### src/rtl/csr_sparse_matvec_defines.svh
// ---------------------------------------------------------------------------
// csr_sparse_matvec_defines.svh
// Assertion macros shared by the sparse matvec RTL.
// ---------------------------------------------------------------------------
`ifndef CSR_SPARSE_MATVEC_DEFINES_SVH
`define CSR_SPARSE_MATVEC_DEFINES_SVH

`ifndef ASSERT_OFF
// Property checked every cycle outside reset.
`define CSM_ASSERT(lbl, prop, msg) \
  lbl: assert property (@(posedge clk) disable iff (rst) (prop)) else $error(msg);
// Antecedent this cycle, consequent the next.
`define CSM_ASSERT_NEXT(lbl, ante, cons, msg) \
  lbl: assert property (@(posedge clk) disable iff (rst) (ante) |=> (cons)) else $error(msg);
`else
`define CSM_ASSERT(lbl, prop, msg)
`define CSM_ASSERT_NEXT(lbl, ante, cons, msg)
`endif

`endif

### src/rtl/csm_pkg.sv
`timescale 1ns / 1ps
// ---------------------------------------------------------------------------
// csm_pkg
// Types, widths and operation codes for the sparse matvec block.
// ---------------------------------------------------------------------------
package csm_pkg;

  localparam int VEC_DEPTH_DEF = 1024;
  localparam int IDX_W         = 10;
  localparam int ROW_W         = 16;
  localparam int VAL_W         = 32;
  localparam int ACC_W         = 64;
  localparam int FRAC_W        = 16;

  localparam logic [1:0] OP_LOAD    = 2'd0;
  localparam logic [1:0] OP_NONZERO = 2'd1;
  localparam logic [1:0] OP_EMPTY   = 2'd2;
  localparam logic [1:0] OP_RESTART = 2'd3;

  localparam logic signed [VAL_W-1:0] Q_MAX = {1'b0, {(VAL_W-1){1'b1}}};
  localparam logic signed [VAL_W-1:0] Q_MIN = {1'b1, {(VAL_W-1){1'b0}}};
  localparam logic signed [ACC_W-1:0] ACC_MAX = {1'b0, {(ACC_W-1){1'b1}}};
  localparam logic signed [ACC_W-1:0] ACC_MIN = {1'b1, {(ACC_W-1){1'b0}}};

  typedef struct packed {
    logic [1:0]              operation;
    logic [IDX_W-1:0]        vector_index;
    logic signed [VAL_W-1:0] vector_value;
    logic signed [VAL_W-1:0] matrix_value;
    logic [IDX_W-1:0]        column;
    logic                    last_in_row;
    logic signed [VAL_W-1:0] addend;
  } in_item_t;

  typedef struct packed {
    logic [ROW_W-1:0]        row_index;
    logic signed [VAL_W-1:0] row_value;
    logic                    saturated;
  } out_item_t;

  // Item travelling from the read stage into the MAC.
  typedef struct packed {
    logic [1:0]              op;
    logic                    last;
    logic signed [VAL_W-1:0] matrix_value;
    logic signed [VAL_W-1:0] addend;
  } mac_item_t;

  // Finished row handed to the output stage.
  typedef struct packed {
    logic [ROW_W-1:0]        row_index;
    logic signed [ACC_W-1:0] sum;
    logic signed [VAL_W-1:0] addend;
  } row_beat_t;

endpackage

### src/rtl/csm_mac.sv
`timescale 1ns / 1ps
`include "csr_sparse_matvec_defines.svh"
// ---------------------------------------------------------------------------
// csm_mac
// Product stage and saturating row accumulator with row counter.
// ---------------------------------------------------------------------------
module csm_mac (
  input  logic                             clk,
  input  logic                             rst,
  input  logic                             s1_valid,
  input  csm_pkg::mac_item_t               s1_item,
  input  logic signed [csm_pkg::VAL_W-1:0] vec_value,
  output logic                             ready,
  output logic                             beat_valid,
  output csm_pkg::row_beat_t               beat,
  input  logic                             beat_ready
);

  logic                             s2_valid;
  csm_pkg::mac_item_t               s2_item;
  logic signed [csm_pkg::ACC_W-1:0] product;
  logic signed [csm_pkg::ACC_W-1:0] step;
  logic signed [csm_pkg::ACC_W:0]   sum_ext;
  logic signed [csm_pkg::ACC_W-1:0] sum_sat;
  logic signed [csm_pkg::ACC_W-1:0] total;
  logic signed [csm_pkg::ACC_W-1:0] row_sum;
  logic signed [csm_pkg::ACC_W-1:0] row_sum_next;
  logic [csm_pkg::ROW_W-1:0]        row_counter;
  logic [csm_pkg::ROW_W-1:0]        row_counter_next;
  logic                             s2_end;
  logic                             s2_go;

  assign s2_end = (s2_item.op == csm_pkg::OP_EMPTY) ||
                  ((s2_item.op == csm_pkg::OP_NONZERO) && s2_item.last);
  assign s2_go  = s2_valid && (!s2_end || beat_ready);
  assign ready  = !s2_valid || s2_go;

  always_ff @(posedge clk) begin
    if (rst) begin
      s2_valid <= 1'b0;
    end else if (ready) begin
      s2_valid <= s1_valid;
    end
    if (ready && s1_valid) begin
      s2_item <= s1_item;
      product <= $signed(s1_item.matrix_value) * $signed(vec_value);
    end
  end

  // Q32.32 product back to Q16.16, floor rounding.
  assign step    = product >>> csm_pkg::FRAC_W;
  assign sum_ext = {row_sum[csm_pkg::ACC_W-1], row_sum} + {step[csm_pkg::ACC_W-1], step};

  always_comb begin
    if (sum_ext[csm_pkg::ACC_W] != sum_ext[csm_pkg::ACC_W-1]) begin
      sum_sat = sum_ext[csm_pkg::ACC_W] ? csm_pkg::ACC_MIN : csm_pkg::ACC_MAX;
    end else begin
      sum_sat = sum_ext[csm_pkg::ACC_W-1:0];
    end
  end

  assign total = (s2_item.op == csm_pkg::OP_NONZERO) ? sum_sat : row_sum;

  always_comb begin
    row_sum_next     = row_sum;
    row_counter_next = row_counter;
    unique case (s2_item.op)
      csm_pkg::OP_NONZERO: begin
        if (s2_item.last) begin
          row_sum_next     = '0;
          row_counter_next = row_counter + 1'b1;
        end else begin
          row_sum_next = sum_sat;
        end
      end
      csm_pkg::OP_EMPTY: begin
        row_sum_next     = '0;
        row_counter_next = row_counter + 1'b1;
      end
      csm_pkg::OP_RESTART: begin
        row_sum_next     = '0;
        row_counter_next = '0;
      end
      default: begin
        row_sum_next     = row_sum;
        row_counter_next = row_counter;
      end
    endcase
  end

  always_ff @(posedge clk) begin
    if (rst) begin
      row_sum     <= '0;
      row_counter <= '0;
    end else if (s2_go) begin
      row_sum     <= row_sum_next;
      row_counter <= row_counter_next;
    end
  end

  assign beat_valid     = s2_valid && s2_end;
  assign beat.row_index = row_counter;
  assign beat.sum       = total;
  assign beat.addend    = s2_item.addend;

  `CSM_ASSERT_NEXT(a_row_count_step, s2_go && s2_end, row_counter == $past(row_counter) + 16'd1, "row counter did not advance by one")
  `CSM_ASSERT_NEXT(a_restart_clears, s2_go && s2_item.op == csm_pkg::OP_RESTART, row_counter == '0 && row_sum == '0, "restart left state behind")

endmodule

### config.mk
export PLATFORM = sky130hd
export DESIGN_NAME = csm_mac
export DESIGN_NICKNAME = d
export VERILOG_FILES = /design/src/rtl/csm_pkg.sv /design/src/rtl/csm_mac.sv
export VERILOG_INCLUDE_DIRS = /design/src /design/src/rtl
export SDC_FILE = /design/constraint.sdc
export NUM_CORES = 2
export LEC_CHECK = 0
export BUFFER_PORTS_ARGS = -buffer_cell sky130_fd_sc_hd__buf_2
export CELL_PAD_IN_SITES_DETAIL_PLACEMENT = 0
export CELL_PAD_IN_SITES_GLOBAL_PLACEMENT = 1
export CORE_MARGIN = 4
export CORE_UTILIZATION = 51
export CTS_BUF_LIST = sky130_fd_sc_hd__clkbuf_8
export DETAILED_ROUTE_END_ITERATION = 12
export HOLD_SLACK_MARGIN = 0.15
export PLACE_DENSITY_LB_ADDON = 0.1
export SLEW_MARGIN = 25
export SYNTH_ARGS = -nofsm -noshare
export SYNTH_HDL_FRONTEND = slang
export SYNTH_SLANG_ARGS = --single-unit
### constraint.sdc
create_clock -name clk -period 12.41 [get_ports clk]
set_input_delay 3.723 -clock clk [delete_from_list [all_inputs] [get_ports clk]]
set_output_delay 3.723 -clock clk [all_outputs]
set_load 0.03 [all_outputs]
==> metrics.cfg <==
[sta]
rsz0062_at_grt=false
setup_viol=0
finalCriticalPeriod_ps=11730
tns_ps=0
relSlewSlack=0.329
timing.final.ws_setup_ps=681
finalCritPeriodShare=0.945
finalHoldViolCount=0
tightest_slew_ps=994
final_max_slew_viol_count=0
skew_ps=18.5
fmax_ghz=0.0853

[clock_network]
clk_latency_ps=490
cts_tree=yes
ctsHoldBuffers=0
cts.sinks=164
post-cts-setup-buffer-count=0
htreeDepth=4
cts_resized=0
clkTransAtPathRegs_ps=90
cts_made_buffers=17
cts_buffer_depth=2
root_buffer=clkbuf_8

[cells_and_area]
synthToLayoutAreaGrowth_pct=4.88
fill_cells=8436
mostFrequentLayoutCell=fa_1
nNetsFinal=6439
final_cell_mix=1082 x fa_1, 985 x inv_1, 680 x nand2_1
drive_above_1_share=0.0689
stdcell_area_mm2=0.0484

[placement]
gp_congestion=0.917
dpl_worst_slack_ps=79.8
io_buffers=216
dp_hpwl_um=113000
placed_cell_area_mm2=0.0479

[setup_path]
crit_family=adder cells
max_stage_delay_ps=760
start_kind=input pin
worstPathCellList=buf_2 -> nand2_1 -> fa_1 -> inv_1 -> fa_1 -> inv_1 -> fa_1 -> fa_1 -> inv_1 -> fa_1 -> fa_1 -> fa_1 -> fa_1 -> ha_1 -> and3_1 -> nand3_1 -> a2111oi_1 -> o21ai_1 -> o31ai_1 -> a31oi_1 -> o21bai_1 -> xor2_1
r2r-end=row_sum[46]$_SDFFE_PP0P_
critPathArrivalTime_ps=11980
slowest_stage=a2111oi_1
path_buf_inv=4
r2r_cells=11
crit_path_end_kind=flop
ff2ff_setup_slack_ps=7330
critPathRequiredTime_ps=12660
worstSetupPathType=input pin to flop
worstPathMaxFanout=32
crit_top_cell=fa_1
r2r-start=product[63]$_DFFE_PP_

[route]
drtIter0Drc=2688
viasPerCell=5.48
drt_wl_total_um=139000
route.detailed.drc=0
vias=33988
firstDrtPassIters=6
met2WireLength_um=59100
dr.max_layer_used=met4
wl_met3_um=14000
met1_length_um=63100
wl_per_cell_um=22.4
drtAntennaViolNets=0

[min_path]
min-delay-path-class=flop to flop
worstHoldStart=row_sum[6]$_SDFFE_PP0P_
min_to=row_sum[6]$_SDFFE_PP0P_
hold_depth=2

[floorplanning]
dieArea_mm2=0.0953
start_util=0.513
core_mm2=0.0899
rows=110
chipWidth_um=309
io_pins=217
dieHeight_um=309

[run_status]
status=complete, no violations

[yosys]
synth.largest_area_cell=fa_1
yosys_warnings=0
async_flop_share=0
yosysSeqAreaShare=0.0892
syn_avg_cell_area_um2=9.20
netlist_area_mm2=0.0461
synth_ff_type=edfxtp_1
yosys-top-cells-area=fa_1 47%, inv_1 8.0%, and2_1 7.0%
yosys.cell_types.count=75
synthCells=5010
synth_edf_count=83
syn-num-nets=6440
yosysTopAreaCellShare=0.470
yosys_register_bits=164

[global_route]
overflow=0
grt_max_degree=94
antenna_found_initial=4
grt_pass1_vias=36135
grt_pass1_wl_um=217000
track_usage=0.300

[run]
cap_violations=0

==> worst max path at each step <==
stage | start | endpoint | depth (start not counted)
final | vec_value[9] | product[61]$_DFFE_PP_ | 22
after global routing | vec_value[9] | product[61]$_DFFE_PP_ | 22
after CTS | vec_value[9] | product[61]$_DFFE_PP_ | 22
after detailed placement | vec_value[9] | product[61]$_DFFE_PP_ | 22
after global placement | vec_value[10] | product[61]$_DFFE_PP_ | 23
after floorplan | s1_item[63] | product[63]$_DFFE_PP_ | 28
==> kinds of logic after synthesis <==
logic type,synth area share
DFF,0.0892
xor gates and xnor gates,0.0243
adders and majority gates,0.536
and+or+nand+nor,0.159
buffers and inverters,0.109
AOI/OAI and AO/OA,0.0816
muxes,0.000434
==> registers in the layout, indices dropped and copies added (netlist names) <==
signal       count
row_sum         64
s2_valid         1
s2_item          3
beat            32
row_counter     16
product         48
==> metal layers <==
| layer | GRT usage | vias up |
|---|---|---|
| met5 | 0 | - |
| li1 | - | 15159 |
| met1 | 0.447 | 17351 |
| met2 | 0.447 | 1328 |
| met3 | 0.0752 | 150 |
| met4 | 0.0632 | 0 |
==> worst register-to-register path: stages, from the launching register on <==
cell and delay (ps):
edfxtp_1 740, ha_1 620, and2_1 280, nand3_1 130, nor3_1 340, a21oi_1 170
o211ai_1 300, a31oi_1 250, and3_1 480, a21oi_4 620, and2_1 810, a221o_1 290
==> metrics by stage <==
| stage | std cells | hold slack, ps | util |
|---|---|---|---|
| after floorplan | 5010 | 447 | - |
| after global placement | 6166 | 460 | 0.533 |
| after detailed placement | 6166 | 469 | 0.533 |
| after CTS | 6198 | 481 | 0.538 |
| after global routing | 6199 | 494 | 0.538 |
| final | 6199 | 480 | 0.538 |
==> final cells by class <==
| class | instances | area, um^2 | area share |
|---|---|---|---|
| tap | 1176 | 1470 | 0.0304 |
| inverter | 984 | 3690 | 0.0764 |
| multi-input combinational | 3553 | 37000 | 0.765 |
| timing repair buffer | 289 | 1670 | 0.0345 |
| clock inverter | 15 | 165 | 0.00342 |
| sequential | 164 | 4110 | 0.0851 |
| clock buffer | 17 | 234 | 0.00484 |
| antenna | 1 | 2.50 | 0.0000518 |
==> cell usage after synthesis, types with 11 or more instances <==
library cell	number
fa_1	1082
inv_1	984
nand2_1	681
and2_1	518
clkbuf_1	258
ha_1	245
a21oi_1	173
o21ai_0	169
nor2_1	119
edfxtp_1	83
dfxtp_1	81
xnor2_1	77
a21o_1	59
xor2_1	51
nand4_1	40
nand3_1	37
buf_4	32
o21bai_1	25
a221o_1	23
a31oi_1	23
nor3_1	21
nor2b_1	15
o211ai_1	15
a211oi_1	14
buf_2	14
nand2b_1	13
and3_1	12
o21a_1	12
a21boi_0	11
Power is left out: the tool's default activity adds up to more than one toggle a clock period on the data nets, which glitch-free logic cannot reach.
