--- src/rtl/csr_sparse_matvec_defines.svh ---
// ---------------------------------------------------------------------------
// csr_sparse_matvec_defines.svh
// Assertion macros shared by the sparse matvec RTL.
// ---------------------------------------------------------------------------
`ifndef CSR_SPARSE_MATVEC_DEFINES_SVH
`define CSR_SPARSE_MATVEC_DEFINES_SVH

`ifndef ASSERT_OFF
// Property checked every cycle outside reset.
`define CSM_ASSERT(lbl, prop, msg) \
  lbl: assert property (@(posedge clk) disable iff (rst) (prop)) else $error(msg);
// Antecedent this cycle, consequent the next.
`define CSM_ASSERT_NEXT(lbl, ante, cons, msg) \
  lbl: assert property (@(posedge clk) disable iff (rst) (ante) |=> (cons)) else $error(msg);
`else
`define CSM_ASSERT(lbl, prop, msg)
`define CSM_ASSERT_NEXT(lbl, ante, cons, msg)
`endif

`endif

--- src/rtl/csm_pkg.sv ---
`timescale 1ns / 1ps
// ---------------------------------------------------------------------------
// csm_pkg
// Types, widths and operation codes for the sparse matvec block.
// ---------------------------------------------------------------------------
package csm_pkg;

  localparam int VEC_DEPTH_DEF = 1024;
  localparam int IDX_W         = 10;
  localparam int ROW_W         = 16;
  localparam int VAL_W         = 32;
  localparam int ACC_W         = 64;
  localparam int FRAC_W        = 16;

  localparam logic [1:0] OP_LOAD    = 2'd0;
  localparam logic [1:0] OP_NONZERO = 2'd1;
  localparam logic [1:0] OP_EMPTY   = 2'd2;
  localparam logic [1:0] OP_RESTART = 2'd3;

  localparam logic signed [VAL_W-1:0] Q_MAX = {1'b0, {(VAL_W-1){1'b1}}};
  localparam logic signed [VAL_W-1:0] Q_MIN = {1'b1, {(VAL_W-1){1'b0}}};
  localparam logic signed [ACC_W-1:0] ACC_MAX = {1'b0, {(ACC_W-1){1'b1}}};
  localparam logic signed [ACC_W-1:0] ACC_MIN = {1'b1, {(ACC_W-1){1'b0}}};

  typedef struct packed {
    logic [1:0]              operation;
    logic [IDX_W-1:0]        vector_index;
    logic signed [VAL_W-1:0] vector_value;
    logic signed [VAL_W-1:0] matrix_value;
    logic [IDX_W-1:0]        column;
    logic                    last_in_row;
    logic signed [VAL_W-1:0] addend;
  } in_item_t;

  typedef struct packed {
    logic [ROW_W-1:0]        row_index;
    logic signed [VAL_W-1:0] row_value;
    logic                    saturated;
  } out_item_t;

  // Item travelling from the read stage into the MAC.
  typedef struct packed {
    logic [1:0]              op;
    logic                    last;
    logic signed [VAL_W-1:0] matrix_value;
    logic signed [VAL_W-1:0] addend;
  } mac_item_t;

  // Finished row handed to the output stage.
  typedef struct packed {
    logic [ROW_W-1:0]        row_index;
    logic signed [ACC_W-1:0] sum;
    logic signed [VAL_W-1:0] addend;
  } row_beat_t;

endpackage

--- src/rtl/csm_row_out.sv ---
`timescale 1ns / 1ps
`include "csr_sparse_matvec_defines.svh"
// ---------------------------------------------------------------------------
// csm_row_out
// Adds the beat's addend in accumulate mode, clips to 32 bits, output register.
// ---------------------------------------------------------------------------
module csm_row_out (
  input  logic                clk,
  input  logic                rst,
  input  logic                accumulate_mode,
  input  logic                beat_valid,
  input  csm_pkg::row_beat_t  beat,
  output logic                beat_ready,
  output logic                result_valid,
  output csm_pkg::out_item_t  result,
  input  logic                result_ready
);

  logic                             s3_valid;
  csm_pkg::row_beat_t               s3;
  logic                             s4_free;
  logic                             s3_go;
  logic signed [csm_pkg::ACC_W:0]   addend_ext;
  logic signed [csm_pkg::ACC_W:0]   total;
  logic                             over_hi;
  logic                             over_lo;
  csm_pkg::out_item_t               result_next;

  assign s4_free    = !result_valid || result_ready;
  assign s3_go      = s3_valid && s4_free;
  assign beat_ready = !s3_valid || s3_go;

  always_ff @(posedge clk) begin
    if (rst) begin
      s3_valid <= 1'b0;
    end else if (beat_ready) begin
      s3_valid <= beat_valid;
    end
    if (beat_ready && beat_valid) begin
      s3 <= beat;
    end
  end

  // A 65-bit sum clipped to 32 bits matches saturating at 64 then clipping.
  assign addend_ext = accumulate_mode ?
    {{(csm_pkg::ACC_W+1-csm_pkg::VAL_W){s3.addend[csm_pkg::VAL_W-1]}}, s3.addend} : '0;
  assign total   = {s3.sum[csm_pkg::ACC_W-1], s3.sum} + addend_ext;
  assign over_hi = !total[csm_pkg::ACC_W] && (|total[csm_pkg::ACC_W-1:csm_pkg::VAL_W-1]);
  assign over_lo = total[csm_pkg::ACC_W] && !(&total[csm_pkg::ACC_W-1:csm_pkg::VAL_W-1]);

  always_comb begin
    result_next.row_index = s3.row_index;
    result_next.saturated = over_hi || over_lo;
    priority if (over_hi) begin
      result_next.row_value = csm_pkg::Q_MAX;
    end else if (over_lo) begin
      result_next.row_value = csm_pkg::Q_MIN;
    end else begin
      result_next.row_value = total[csm_pkg::VAL_W-1:0];
    end
  end

  always_ff @(posedge clk) begin
    if (rst) begin
      result_valid <= 1'b0;
    end else if (s4_free) begin
      result_valid <= s3_valid;
    end
    if (s3_go) begin
      result <= result_next;
    end
  end

  `CSM_ASSERT(a_sat_at_limit, result_valid && result.saturated |-> result.row_value == csm_pkg::Q_MAX || result.row_value == csm_pkg::Q_MIN, "saturated flag without clipped value")

endmodule
--- config.mk ---
export PLATFORM = sky130hd
export DESIGN_NAME = csm_row_out
export DESIGN_NICKNAME = d
export VERILOG_FILES = /design/src/rtl/csm_pkg.sv /design/src/rtl/csm_row_out.sv
export VERILOG_INCLUDE_DIRS = /design/src /design/src/rtl
export SDC_FILE = /design/constraint.sdc
export NUM_CORES = 1
export LEC_CHECK = 0
export ABC_AREA = 1
export BUFFER_PORTS_ARGS = -buffer_cell sky130_fd_sc_hd__buf_2
export CAP_MARGIN = 15
export CORE_MARGIN = 1
export CORE_UTILIZATION = 23
export CTS_CLUSTER_DIAMETER = 60
export DETAILED_ROUTE_END_ITERATION = 10
export SLEW_MARGIN = 20
export SYNTH_ARGS = -nofsm -noshare
export SYNTH_HDL_FRONTEND = slang
export SYNTH_SLANG_ARGS = --single-unit
--- constraint.sdc ---
create_clock -name clk -period 4 [get_ports clk]
set_input_delay 0.2 -clock clk [delete_from_list [all_inputs] [get_ports clk]]
set_output_delay 0.2 -clock clk [all_outputs]
set_load 0.05 [all_outputs]
==> results of run 1 <==
==> what timing repair did <==
item	in CTS	in global routing
hold buffers	114	0
endpoints found under the hold margin	114	0
endpoints found under the setup margin	0	0
==> stage by stage <==
stage	util	power (mW)	cell area, µm²	hold WS [ns]	worst slack (ns)
finish	0.304	4.97	14600	0.0548	0.406
CTS	0.304	5.05	14600	0.00322	0.341
floorplan	-	2.92	11200	0.269	0.198
detailed placement	0.268	3.31	12900	0.373	0.0132
global placement	0.268	3.31	12900	0.370	0.0219
global route	0.304	5.25	14600	0.0618	0.0631
==> routing by layer <==
layer	up-vias	part of all wire	track usage	wire length, µm
met5	-	0	0	0
met4	0	0.020	0.0532	769
met3	42	0.041	0.0225	1540
met2	271	0.46	0.254	17400
met1	4978	0.48	0.206	17800
li1	5604	-	-	-
==> logic make-up after synthesis <==
group                      count (synthesis)
AOI/OAI and AO/OA                         83
DFF                                      163
adders and majority gates                 33
buffers and inverters                    321
and+or+nand+nor                          980
xor gates and xnor gates                  29
==> where the power goes <==
part	switching [mW]	internal [mW]
clock	0.768	0.841
combinational	0.877	0.422
sequential	0.0477	2.02
==> sequential cells by signal, indices dropped and copies added (netlist names) <==
register      count
s3               96
result           49
result_next      16
result_valid      1
s3_valid          1
==> worst register-to-register path, cell delays in order, from the launching register on <==
cell and delay (ns):
edfxtp_1 0.35, nand2_1 0.06, inv_1 0.07, ha_1 0.15
inv_1 0.06, fa_1 0.40, nor2_1 0.20, nor2_1 0.11
o21ai_0 0.33, nand2_1 0.11, nand3_1 0.18, nand3_1 0.24
nand3_1 0.17, nand2_1 0.06, nand2_1 0.11, nand2_1 0.08
nand3b_1 0.16, nor2_1 0.09, nand2_1 0.08, nand2_2 0.08
buf_12 0.17, nand2_1 0.09
==> synthesized netlist by cell type (all sizes together) <==
| library cell | instances |
|---|---|
| nand2 | 668 |
| inv | 301 |
| edfxtp | 161 |
| nor2 | 160 |
| nand3 | 112 |
| a21oi | 47 |
| ha | 32 |
| xor2 | 25 |
| buf | 20 |
| o21ai | 19 |
| nand4 | 16 |
| nand3b | 12 |
| a41oi | 6 |
| nor3 | 6 |
| o21bai | 6 |
| and2 | 4 |
| xnor2 | 4 |
| dfxtp | 2 |
| a211oi | 1 |
| a21o | 1 |
| a311oi | 1 |
| a31oi | 1 |
| and3 | 1 |
| fa | 1 |
| nor3b | 1 |
| o21a | 1 |
==> layout make-up <==
type / instances / area [µm²] / area share
multi-input combinational: 1125 / 5100 / 0.350
sequential: 163 / 4870 / 0.335
timing repair buffer: 293 / 2120 / 0.145
inverter: 301 / 1130 / 0.0777
tap: 615 / 769 / 0.0528
clock buffer: 19 / 443 / 0.0304
clock inverter: 13 / 133 / 0.00910
==> placed cells by master (no fill, tap or decap), types with 2 or more instances in the layout <==
cell type        n
nand2_1        665
inv_1          288
buf_2          167
edfxtp_1       161
nor2_1         153
dlygate4sd3_1  114
nand3_1        112
a21oi_1         46
ha_1            32
xor2_1          25
clkbuf_16       17
o21ai_0         16
nand4_1         16
inv_2           12
nand3b_1        12
buf_4            8
nor2_2           7
a41oi_1          6
o21bai_1         6
nor3_1           6
inv_6            6
and2_1           4
xnor2_1          4
buf_12           4
nand2_2          3
o21ai_1          3
clkinv_4         2
clkinv_8         2
inv_8            2
dfxtp_1          2
==> worst max path at each step <==
| stage | slack, ns | startpoint | to |
|---|---|---|---|
| after floorplan | 0.20 | result_valid$_SDFFE_PP0P_ | result_next[33]$_DFFE_PP_ |
| after global placement | 0.02 | accumulate_mode | result[0]$_DFFE_PP_ |
| after detailed placement | 0.01 | accumulate_mode | result[0]$_DFFE_PP_ |
| after CTS | 0.34 | s3[31]$_DFFE_PP_ | result[0]$_DFFE_PP_ |
| after global routing | 0.06 | s3[0]$_DFFE_PP_ | result[0]$_DFFE_PP_ |
| final | 0.41 | s3[0]$_DFFE_PP_ | result[25]$_SDFFCE_PP1P_ |
==> metrics.txt, run 1 <==
setup tns final=0 ns; hold crit path type=input port to flip-flop; HPWL Detailed=31,200 µm; clock buffer depth=2; gr ovfl total=0; post-CTS sizing=0; Compound-Gate Fraction of Synth Area=0.0414; critical-path maximum fanout=32; Slew Limit Headroom=0.515; vias in the first global route=10,700; #FFs+latches synth=163; WL/cell=14.9 µm; row count=80; pin count of the biggest net entering global routing=58; crit end category=flip-flop; Leak Pwr=7.50 nW; r2r endpoint=result[25]$_SDFFCE_PP1P_; minimum clock period=3.59 ns; setup bufs post-CTS=0; CTS buffer count=17; Post-Synth XOR/XNOR Area=0.0226; Via-to-Cell Ratio=4.31; Post-Synth Adder-Cell Area=0.0374; internal reg-to-reg setup slack=0.41 ns; Die W=223 µm; register area share after synthesis=0.434; clock slew at reported path FFs=0.07 ns; post-synthesis mux area share=0; CTS tree=done; critical path type=flip-flop to flip-flop; post-synthesis net count=1,759; max-cap violations=0; Startpoint Class=flip-flop; pwr/cell area=341 nW/µm²; first-pass GRT wire length=58,200 µm; IO buf count=167; crit path buf inv count=3; Clock Latency Late Sink=0.47 ns; measured slew at the worst slew-check pin=0.728 ns; Synth Warn #=0; share of cells above drive strength 1=0.122; area delta synth->final=29.8%; Die Area=49,700 µm²; Final period util=0.899; Worst Hold Path EP=s3_valid$_SDFFE_PP0N_; ANT nets after route=0; synth top area cells=edfxtp_1 (43%), nand2_1 (22%), inv_1 (9.7%); worst-path cell chain=nand2_1 -> inv_1 -> ha_1 -> inv_1 -> fa_1 -> nor2_1 -> nor2_1 -> o21ai_0 -> nand2_1 -> nand3_1 -> nand3_1 -> nand3_1 -> nand2_1 -> nand2_1 -> nand2_1 -> nand3b_1 -> nor2_1 -> nand2_1 -> nand2_2 -> buf_12 -> nand2_1; Post-Route Skew=0.0154 ns; Hold Crit Depth=3; drt pass-1 iters=5; crit-path max cell delay=0.40 ns; die height=223 µm; FF-to-FF Start=s3[0]$_DFFE_PP_; placed insts=2,383; Global Route Usage Sum=0.155; Synth Instances=1,609; post-synth top area cell=edfxtp_1; Simple-Gate Fraction of Synth Area=0.352; Slew Limit Fails=0; Worst path depth=21; synthesized area=11,200 µm²; gpl congestion=0.935; FILL cells=5,160; worst hold start=beat_valid; RSZ-0062 raised after global routing=false; drt drc=0; Fmax=278 MHz; Crit path max-delay family=simple AND/OR/NAND/NOR gates; DRT Wirelength=37,600 µm; Final Hold Viols=0; top-area cell type share of the netlist area=0.430; Top Ports=168; main combinational cell family by area after synthesis=simple AND/OR/NAND/NOR gates; Final setup viols=0; synth unique cells=33; Final Non-Filler Cells=2,529; status=completed; Worst VDD drop=0.000324 V; Critical Path AT=3.80 ns; Initial Util=0.234; WP data required=4.21 ns; initial antenna violation count=0; Nets=2,051; Syn Area/Cell=6.98 µm²; antenna diode count=0; worst r2r path cells=21; most used cell, CP=nand2_1; DR vias=10,900; critical path's slowest cell=fa_1; clock root buffer=clkbuf_16; # H-tree levels=4; Core ar.=47,900 µm²; Clock Sinks=163; 1st-iter DRT viols=614
Note: power is estimated with default switching activity, not from simulation.
==> run 2: changes to the inputs <==
PLACE_DENSITY_LB_ADDON = 0.05   (was unset)
==> run 2 against run 1 <==
Worst hold slack about the same; power up 3.8%; first-iteration DRC count up 9.6%; combinational power up 8%; setup slack worse by 0.22 ns; cell count up 0.87%; non-clock buffer count up 22; global-route usage up 2.0 points; design area up 2.4%; critical endpoint is now result[8]$_SDFFCE_PP1P_.
==> metrics.txt, run 2 (synthesis gave the netlist of run 1 again) <==
Via-to-Cell Ratio=4.23 (-1.8%); WP data required=4.23 ns (+0.02 ns); clock root buffer=clkbuf_16; area delta synth->final=32.9%; Final setup viols=0 (unchanged); Top Ports=168 (unchanged); clock slew at reported path FFs=0.08 ns (about the same); row count=80 (unchanged); share of cells above drive strength 1=0.142 (+0.0193); die height=223 µm (unchanged); antenna diode count=0 (unchanged); Nets=2,073 (+1.1%); critical path type=flip-flop to flip-flop; pin count of the biggest net entering global routing=58 (unchanged); critical-path maximum fanout=16 (-50%); Die W=223 µm (unchanged); status=completed; Slew Limit Fails=0 (unchanged); Top reg by flops=s3; Final Util=0.311 (+0.00741); Initial Util=0.234 (unchanged); Core ar.=47,900 µm² (unchanged); DR vias=10,800 (-0.96%); Critical Path AT=4.05 ns (+0.25 ns); initial antenna violation count=2 (+2); CTS tree=done; 1st-iter DRT viols=673 (+9.6%); minimum clock period=3.82 ns (+0.224 ns); # H-tree levels=4 (unchanged); Final period util=0.954 (+0.0559); clock buffer depth=2 (unchanged); DRT Wirelength=42,800 µm (+14%); Clock Sinks=163 (unchanged); Leak Pwr=7.68 nW (+2.4%); Post-Route Skew=0.0241 ns (+0.00874 ns); number of flip-flops under the largest register name=96 (unchanged); Die Area=49,700 µm² (unchanged); drt drc=0 (unchanged); drt pass-1 iters=5 (unchanged); IO buf count=167 (unchanged); Clock Latency Late Sink=0.49 ns (+0.02 ns); gpl congestion=0.929 (-0.56%); Worst VDD drop=0.000262 V (-19%); CTS buffer count=17 (unchanged); most common cell after layout, fill and taps aside=nand2_1; Fmax=262 MHz (-5.9%); Global Route Usage Sum=0.175 (+0.0204); post-layout total power=5.16 mW (+3.8%); ANT nets after route=0 (unchanged); pwr/cell area=346 nW/µm² (+1.3%); hold crit path type=input port to flip-flop; HPWL Detailed=35,100 µm (+12%); Startpoint Class=flip-flop; highest-count cells in the layout ignoring fill and taps=nand2_1 (659), inv_1 (287), buf_2 (167); Slew Limit Headroom=0.494 (-0.0213); crit end category=flip-flop; internal reg-to-reg setup slack=0.18 ns (-0.22 ns); max-cap violations=0 (unchanged); gr ovfl total=0 (unchanged); Final Hold Viols=0 (unchanged); vias in the first global route=10,900 (+2.0%); first-pass GRT wire length=64,400 µm (+11%); WL/cell=16.8 µm (+13%); measured slew at the worst slew-check pin=0.760 ns (+0.0320 ns)
-- run 2: cell count changes in the layout (fill, tap and decap cells not counted), sizes merged --
cell / previous run / this run
buf: 179 / 198
clkinv: 4 / 8
inv: 309 / 306
clkbuf: 19 / 21
-- run 2: worst paths after layout --
kind,cells past startpoint,from,to
worst max-delay path,25,s3[0]$_DFFE_PP_,result[8]$_SDFFCE_PP1P_
worst min-delay path,3,beat_valid,s3_valid$_SDFFE_PP0N_
worst max register to register,25,s3[0]$_DFFE_PP_,result[8]$_SDFFCE_PP1P_
worst min register to register,0,result_next[37]$_DFFE_PP_,result[37]$_DFFE_PP_
-- run 2: final cells by class --
cell class              count  area (µm²)
flip-flops and latches    163        4870
well taps                 615         769
clock inverters            14         166
fillers                  5303       33000
multi-input cells        1125        5170
inverters                 301        1130
clock buffers              18         439
repair buffers            315        2370
-- run 2: layer usage --
metal / vias up / GRT usage / part of all wire
li1: 5642 / - / -
met1: 4921 / 0.250 / 0.52
met2: 198 / 0.269 / 0.44
met3: 27 / 0.0317 / 0.033
met4: 2 / 0.0458 / 0.013
met5: - / 0 / 0.00030
-- run 2: metrics by stage --
stage | cell area (µm²) | TNS [ns] | std cells | hold slack, ns | setup slack (ns)
2_1_floorplan | 11200 | 0 | 1609 | 0.269 | 0.198
3_3_place_gp | 13000 | -13.41 | 2394 | 0.376 | -0.428
3_5_place_dp | 13000 | -11.28 | 2395 | 0.378 | -0.370
4_1_cts | 14800 | 0 | 2543 | 0.0209 | 0.00887
5_1_grt | 14900 | -0.0222 | 2551 | 0.0390 | -0.0107
6_report | 14900 | 0 | 2551 | 0.0550 | 0.182
-- run 2: worst max-delay path: stages (launching register included) --
cell and delay [ns]:
edfxtp_1 0.59, nand2_4 0.16, inv_2 0.09, ha_2 0.19, inv_1 0.06, fa_2 0.37
nor2_4 0.13, nor2_2 0.07, o21ai_2 0.20, buf_4 0.14, nand2_1 0.05, nand2_2 0.10
nand2_1 0.11, nand2_1 0.12, nand2_1 0.11, nand2_1 0.08, nand2_1 0.05, nand2_1 0.14
nand2_1 0.07, nor2_1 0.09, nand3_1 0.08, nor2_1 0.10, nand2_1 0.09, nand2_4 0.11
buf_12 0.16, nand2_1 0.07
-- run 2: what timing repair did --
action                                  in CTS  in global routing
pin swaps                                    2                  7
endpoints found under the hold margin      114                  0
endpoints found under the setup margin      33                 32
setup buffers                                2                  3
gates cloned                                 0                  5
gates resized for setup                      6                 16
hold buffers                               114                  0
-- run 2: power breakdown --
part | switching (mW) | internal [mW] | leakage (nW)
Sequential | 0.0402 | 2.02 | 1.56
Clock | 0.840 | 0.853 | 0.291
Combinational | 0.937 | 0.475 | 5.83
Total | 1.82 | 3.34 | 7.68
==> run 3: changes to the inputs <==
CORE_UTILIZATION = 35   (was 23)
==> run 3 against run 2 <==
Sequential share of layout area up 1.3 points; first-iteration DRC count up 4.3%; worst hold slack worse by 0.0033 ns; combinational power down 7%; via count about the same; cell count down 9.2%; count of clock-buffer cells in the layout up 1; critical endpoint is now result[6]$_SDFFCE_PP1P_; largest cell class unchanged; highest routed layer is now met4.
==> metrics.txt, run 3 (synthesis gave the netlist of run 1 again) <==
status=completed; share of cells above drive strength 1=0.123 (-0.0188); minimum clock period=3.54 ns (-0.274 ns); Hold WS=0.0516 ns (-0.00335 ns); pin count of the biggest net entering global routing=61 (+5.2%); Switch Pwr=1.63 mW (-10%); critical path type=flip-flop to flip-flop; worst r2r path cells=22 (-12%); max-cap violations=0 (unchanged); area delta synth->final=27.7%; Core ar.=31,600 µm² (-34%); M3 GR Usage=0.0361 (+0.00434); FF-to-FF Start=s3[20]$_DFFE_PP_; Post-Route Skew=0.00994 ns (-0.0142 ns); first-pass GRT wire length=56,500 µm (-12%); grt met1 use=0.331 (+0.0802); Flop pwr share=0.406 (+0.007); Top Ports=168 (unchanged); Nets=2,054 (-0.92%); highest-count cells in the layout ignoring fill and taps=nand2_1 (665), inv_1 (288), buf_2 (167); most crowded layer after global routing=met2; number of flip-flops under the largest register name=96 (unchanged); internal reg-to-reg setup slack=0.46 ns (+0.27 ns); 1st-iter DRT viols=702 (+4.3%); crit end category=flip-flop; vias in the first global route=10,200 (-6.6%); clock slew at reported path FFs=0.06 ns (-0.02 ns); DR vias=10,800 (+0.093%); DRT Wirelength=36,400 µm (-15%); most used cell, CP=nand2_1; Die W=181 µm (-19%); most common cell after layout, fill and taps aside=nand2_1; ANT nets after route=0 (unchanged); r2r endpoint=result[6]$_SDFFCE_PP1P_; crit-path max cell delay=0.41 ns (-0.18 ns); Top reg by flops=s3; drt drc=0 (unchanged); critical path's slowest cell=ha_1; worst-path cell chain=nand2_1 -> inv_1 -> ha_1 -> nand2_1 -> nor2_1 -> nand2_1 -> nor2_1 -> o21ai_0 -> nand3_1 -> nand3_1 -> nand2_1 -> nand2_1 -> nand2_1 -> nand2_1 -> nor2_1 -> nand3_1 -> nor2_1 -> nand2_1 -> nand2_2 -> buf_12 -> nand2_1 -> nand2_1; Worst VDD drop=0.000352 V (+34%); pwr/cell area=353 nW/µm² (+2.0%); Worst Hold Path EP=result_valid$_SDFFE_PP0P_; Final period util=0.886 (-0.0684); Critical Path AT=3.86 ns (-0.19 ns); switching fraction of total power=0.323 (-0.0288); hold crit path type=input port to flip-flop; gpl congestion=0.931 (+0.16%); CTS tree=done; Hold Crit Depth=4 (+1); Logic pwr share=0.260 (-0.014); Initial Util=0.356 (+0.122); post-layout total power=5.06 mW (-2.0%); clock buffer depth=2 (unchanged); Global Route Usage Sum=0.228 (+0.0534); Die Area=32,800 µm² (-34%); initial antenna violation count=0 (-2); Slew Limit Headroom=0.509 (+0.0154); fin area=14,300 µm² (-4.0%); gr ovfl total=0 (unchanged); # H-tree levels=4 (unchanged); met2 usage=0.345 (+0.0766); row count=65 (-19%); critical-path maximum fanout=28 (+12); Fmax=282 MHz (+7.7%); Via-to-Cell Ratio=4.66 (+10%); measured slew at the worst slew-check pin=0.736 ns (-0.0231 ns); post-CTS sizing=0 (-6); WP data required=4.32 ns (+0.09 ns); WL/cell=15.7 µm (-6.5%); setup tns final=0 ns (unchanged); internal power=3.42 mW (+2.4%); Slew Limit Fails=0 (unchanged); DP Area=12,600 µm² (-2.8%); Final setup viols=0 (unchanged); CTS buffer count=17 (unchanged); Clk network pwr share=0.334 (+0.006); Startpoint Class=flip-flop; HPWL Detailed=29,600 µm (-16%); IO buf count=167 (unchanged); worst hold start=result_ready; antenna diode count=0 (unchanged); Final Hold Viols=0 (unchanged); die height=181 µm (-19%); RSZ-0062 raised after global routing=false; Clock Sinks=163 (unchanged); clock root buffer=clkbuf_16; Leak Pwr=7.52 nW (-2.0%); drt pass-1 iters=5 (unchanged); Clock Latency Late Sink=0.46 ns (-0.03 ns)
## run 3: cell types whose count changed in the layout (fill, tap and decap cells not counted), sizes merged
cell / delta
clkbuf: -2
clkinv: -4
bufinv: +3
buf: -15
inv: -2
dlygate4sd3: -1
## run 3: layout make-up
cell class,count,area [µm²]
repair buffers,296,2140
multi-input cells,1125,5100
flip-flops and latches,163,4870
clock buffers,19,433
fillers,3265,17200
inverters,301,1130
clock inverters,11,154
well taps,402,503
## run 3: how the worst max path moves through the flow
| stage | endpoint | start | cells past startpoint | slack (ns) |
|---|---|---|---|---|
| 2_1_floorplan | result_next[33]$_DFFE_PP_ | result_valid$_SDFFE_PP0P_ | 3 | 0.20 |
| 4_1_cts | result[1]$_SDFFCE_PP1P_ | s3[20]$_DFFE_PP_ | 21 | 0.43 |
| 6_report | result[6]$_SDFFCE_PP1P_ | s3[20]$_DFFE_PP_ | 22 | 0.46 |
| 5_1_grt | result[21]$_SDFFCE_PP1P_ | s3[20]$_DFFE_PP_ | 21 | 0.03 |
| 3_5_place_dp | result[20]$_SDFFCE_PP1P_ | accumulate_mode | 24 | 0.23 |
| 3_3_place_gp | result[24]$_SDFFCE_PP1P_ | accumulate_mode | 23 | 0.19 |
## run 3: worst max-delay path, delay by kind of cell, from the launching register on
family	cells	cell delay, ns
simple gates	18	2.19
fa+ha+maj	1	0.41
flops	1	0.36
buf+inv	2	0.23
compound gates	1	0.18
## run 3: stage by stage
stage,setup slack [ns],std cells,util
after floorplan,0.198,1609,-
after CTS,0.434,2317,0.454
after global placement,0.191,2174,0.400
after detailed placement,0.228,2174,0.400
final,0.456,2317,0.454
after global routing,0.0274,2317,0.454
## run 3: routing by layer
| metal | routed length, µm | share of wire |
|---|---|---|
| met5 | 0 | 0 |
| met4 | 673 | 0.018 |
| met3 | 1910 | 0.053 |
| met2 | 15400 | 0.42 |
| met1 | 18400 | 0.51 |
## run 3: repair_timing
item,CTS,global route
hold buffers,113,0
hold endpoints to repair,114,0
setup buffers,0,0
## run 3: power groups by stage
| stage | clock [mW] | combinational (mW) | sequential, mW |
|---|---|---|---|
| 2_1_floorplan | 0 | 0.702 | 2.21 |
| 3_3_place_gp | 0 | 1.23 | 2.09 |
| 3_5_place_dp | 0 | 1.22 | 2.09 |
| 4_1_cts | 1.73 | 1.31 | 2.06 |
| 5_1_grt | 1.80 | 1.46 | 2.06 |
| 6_report | 1.69 | 1.31 | 2.06 |
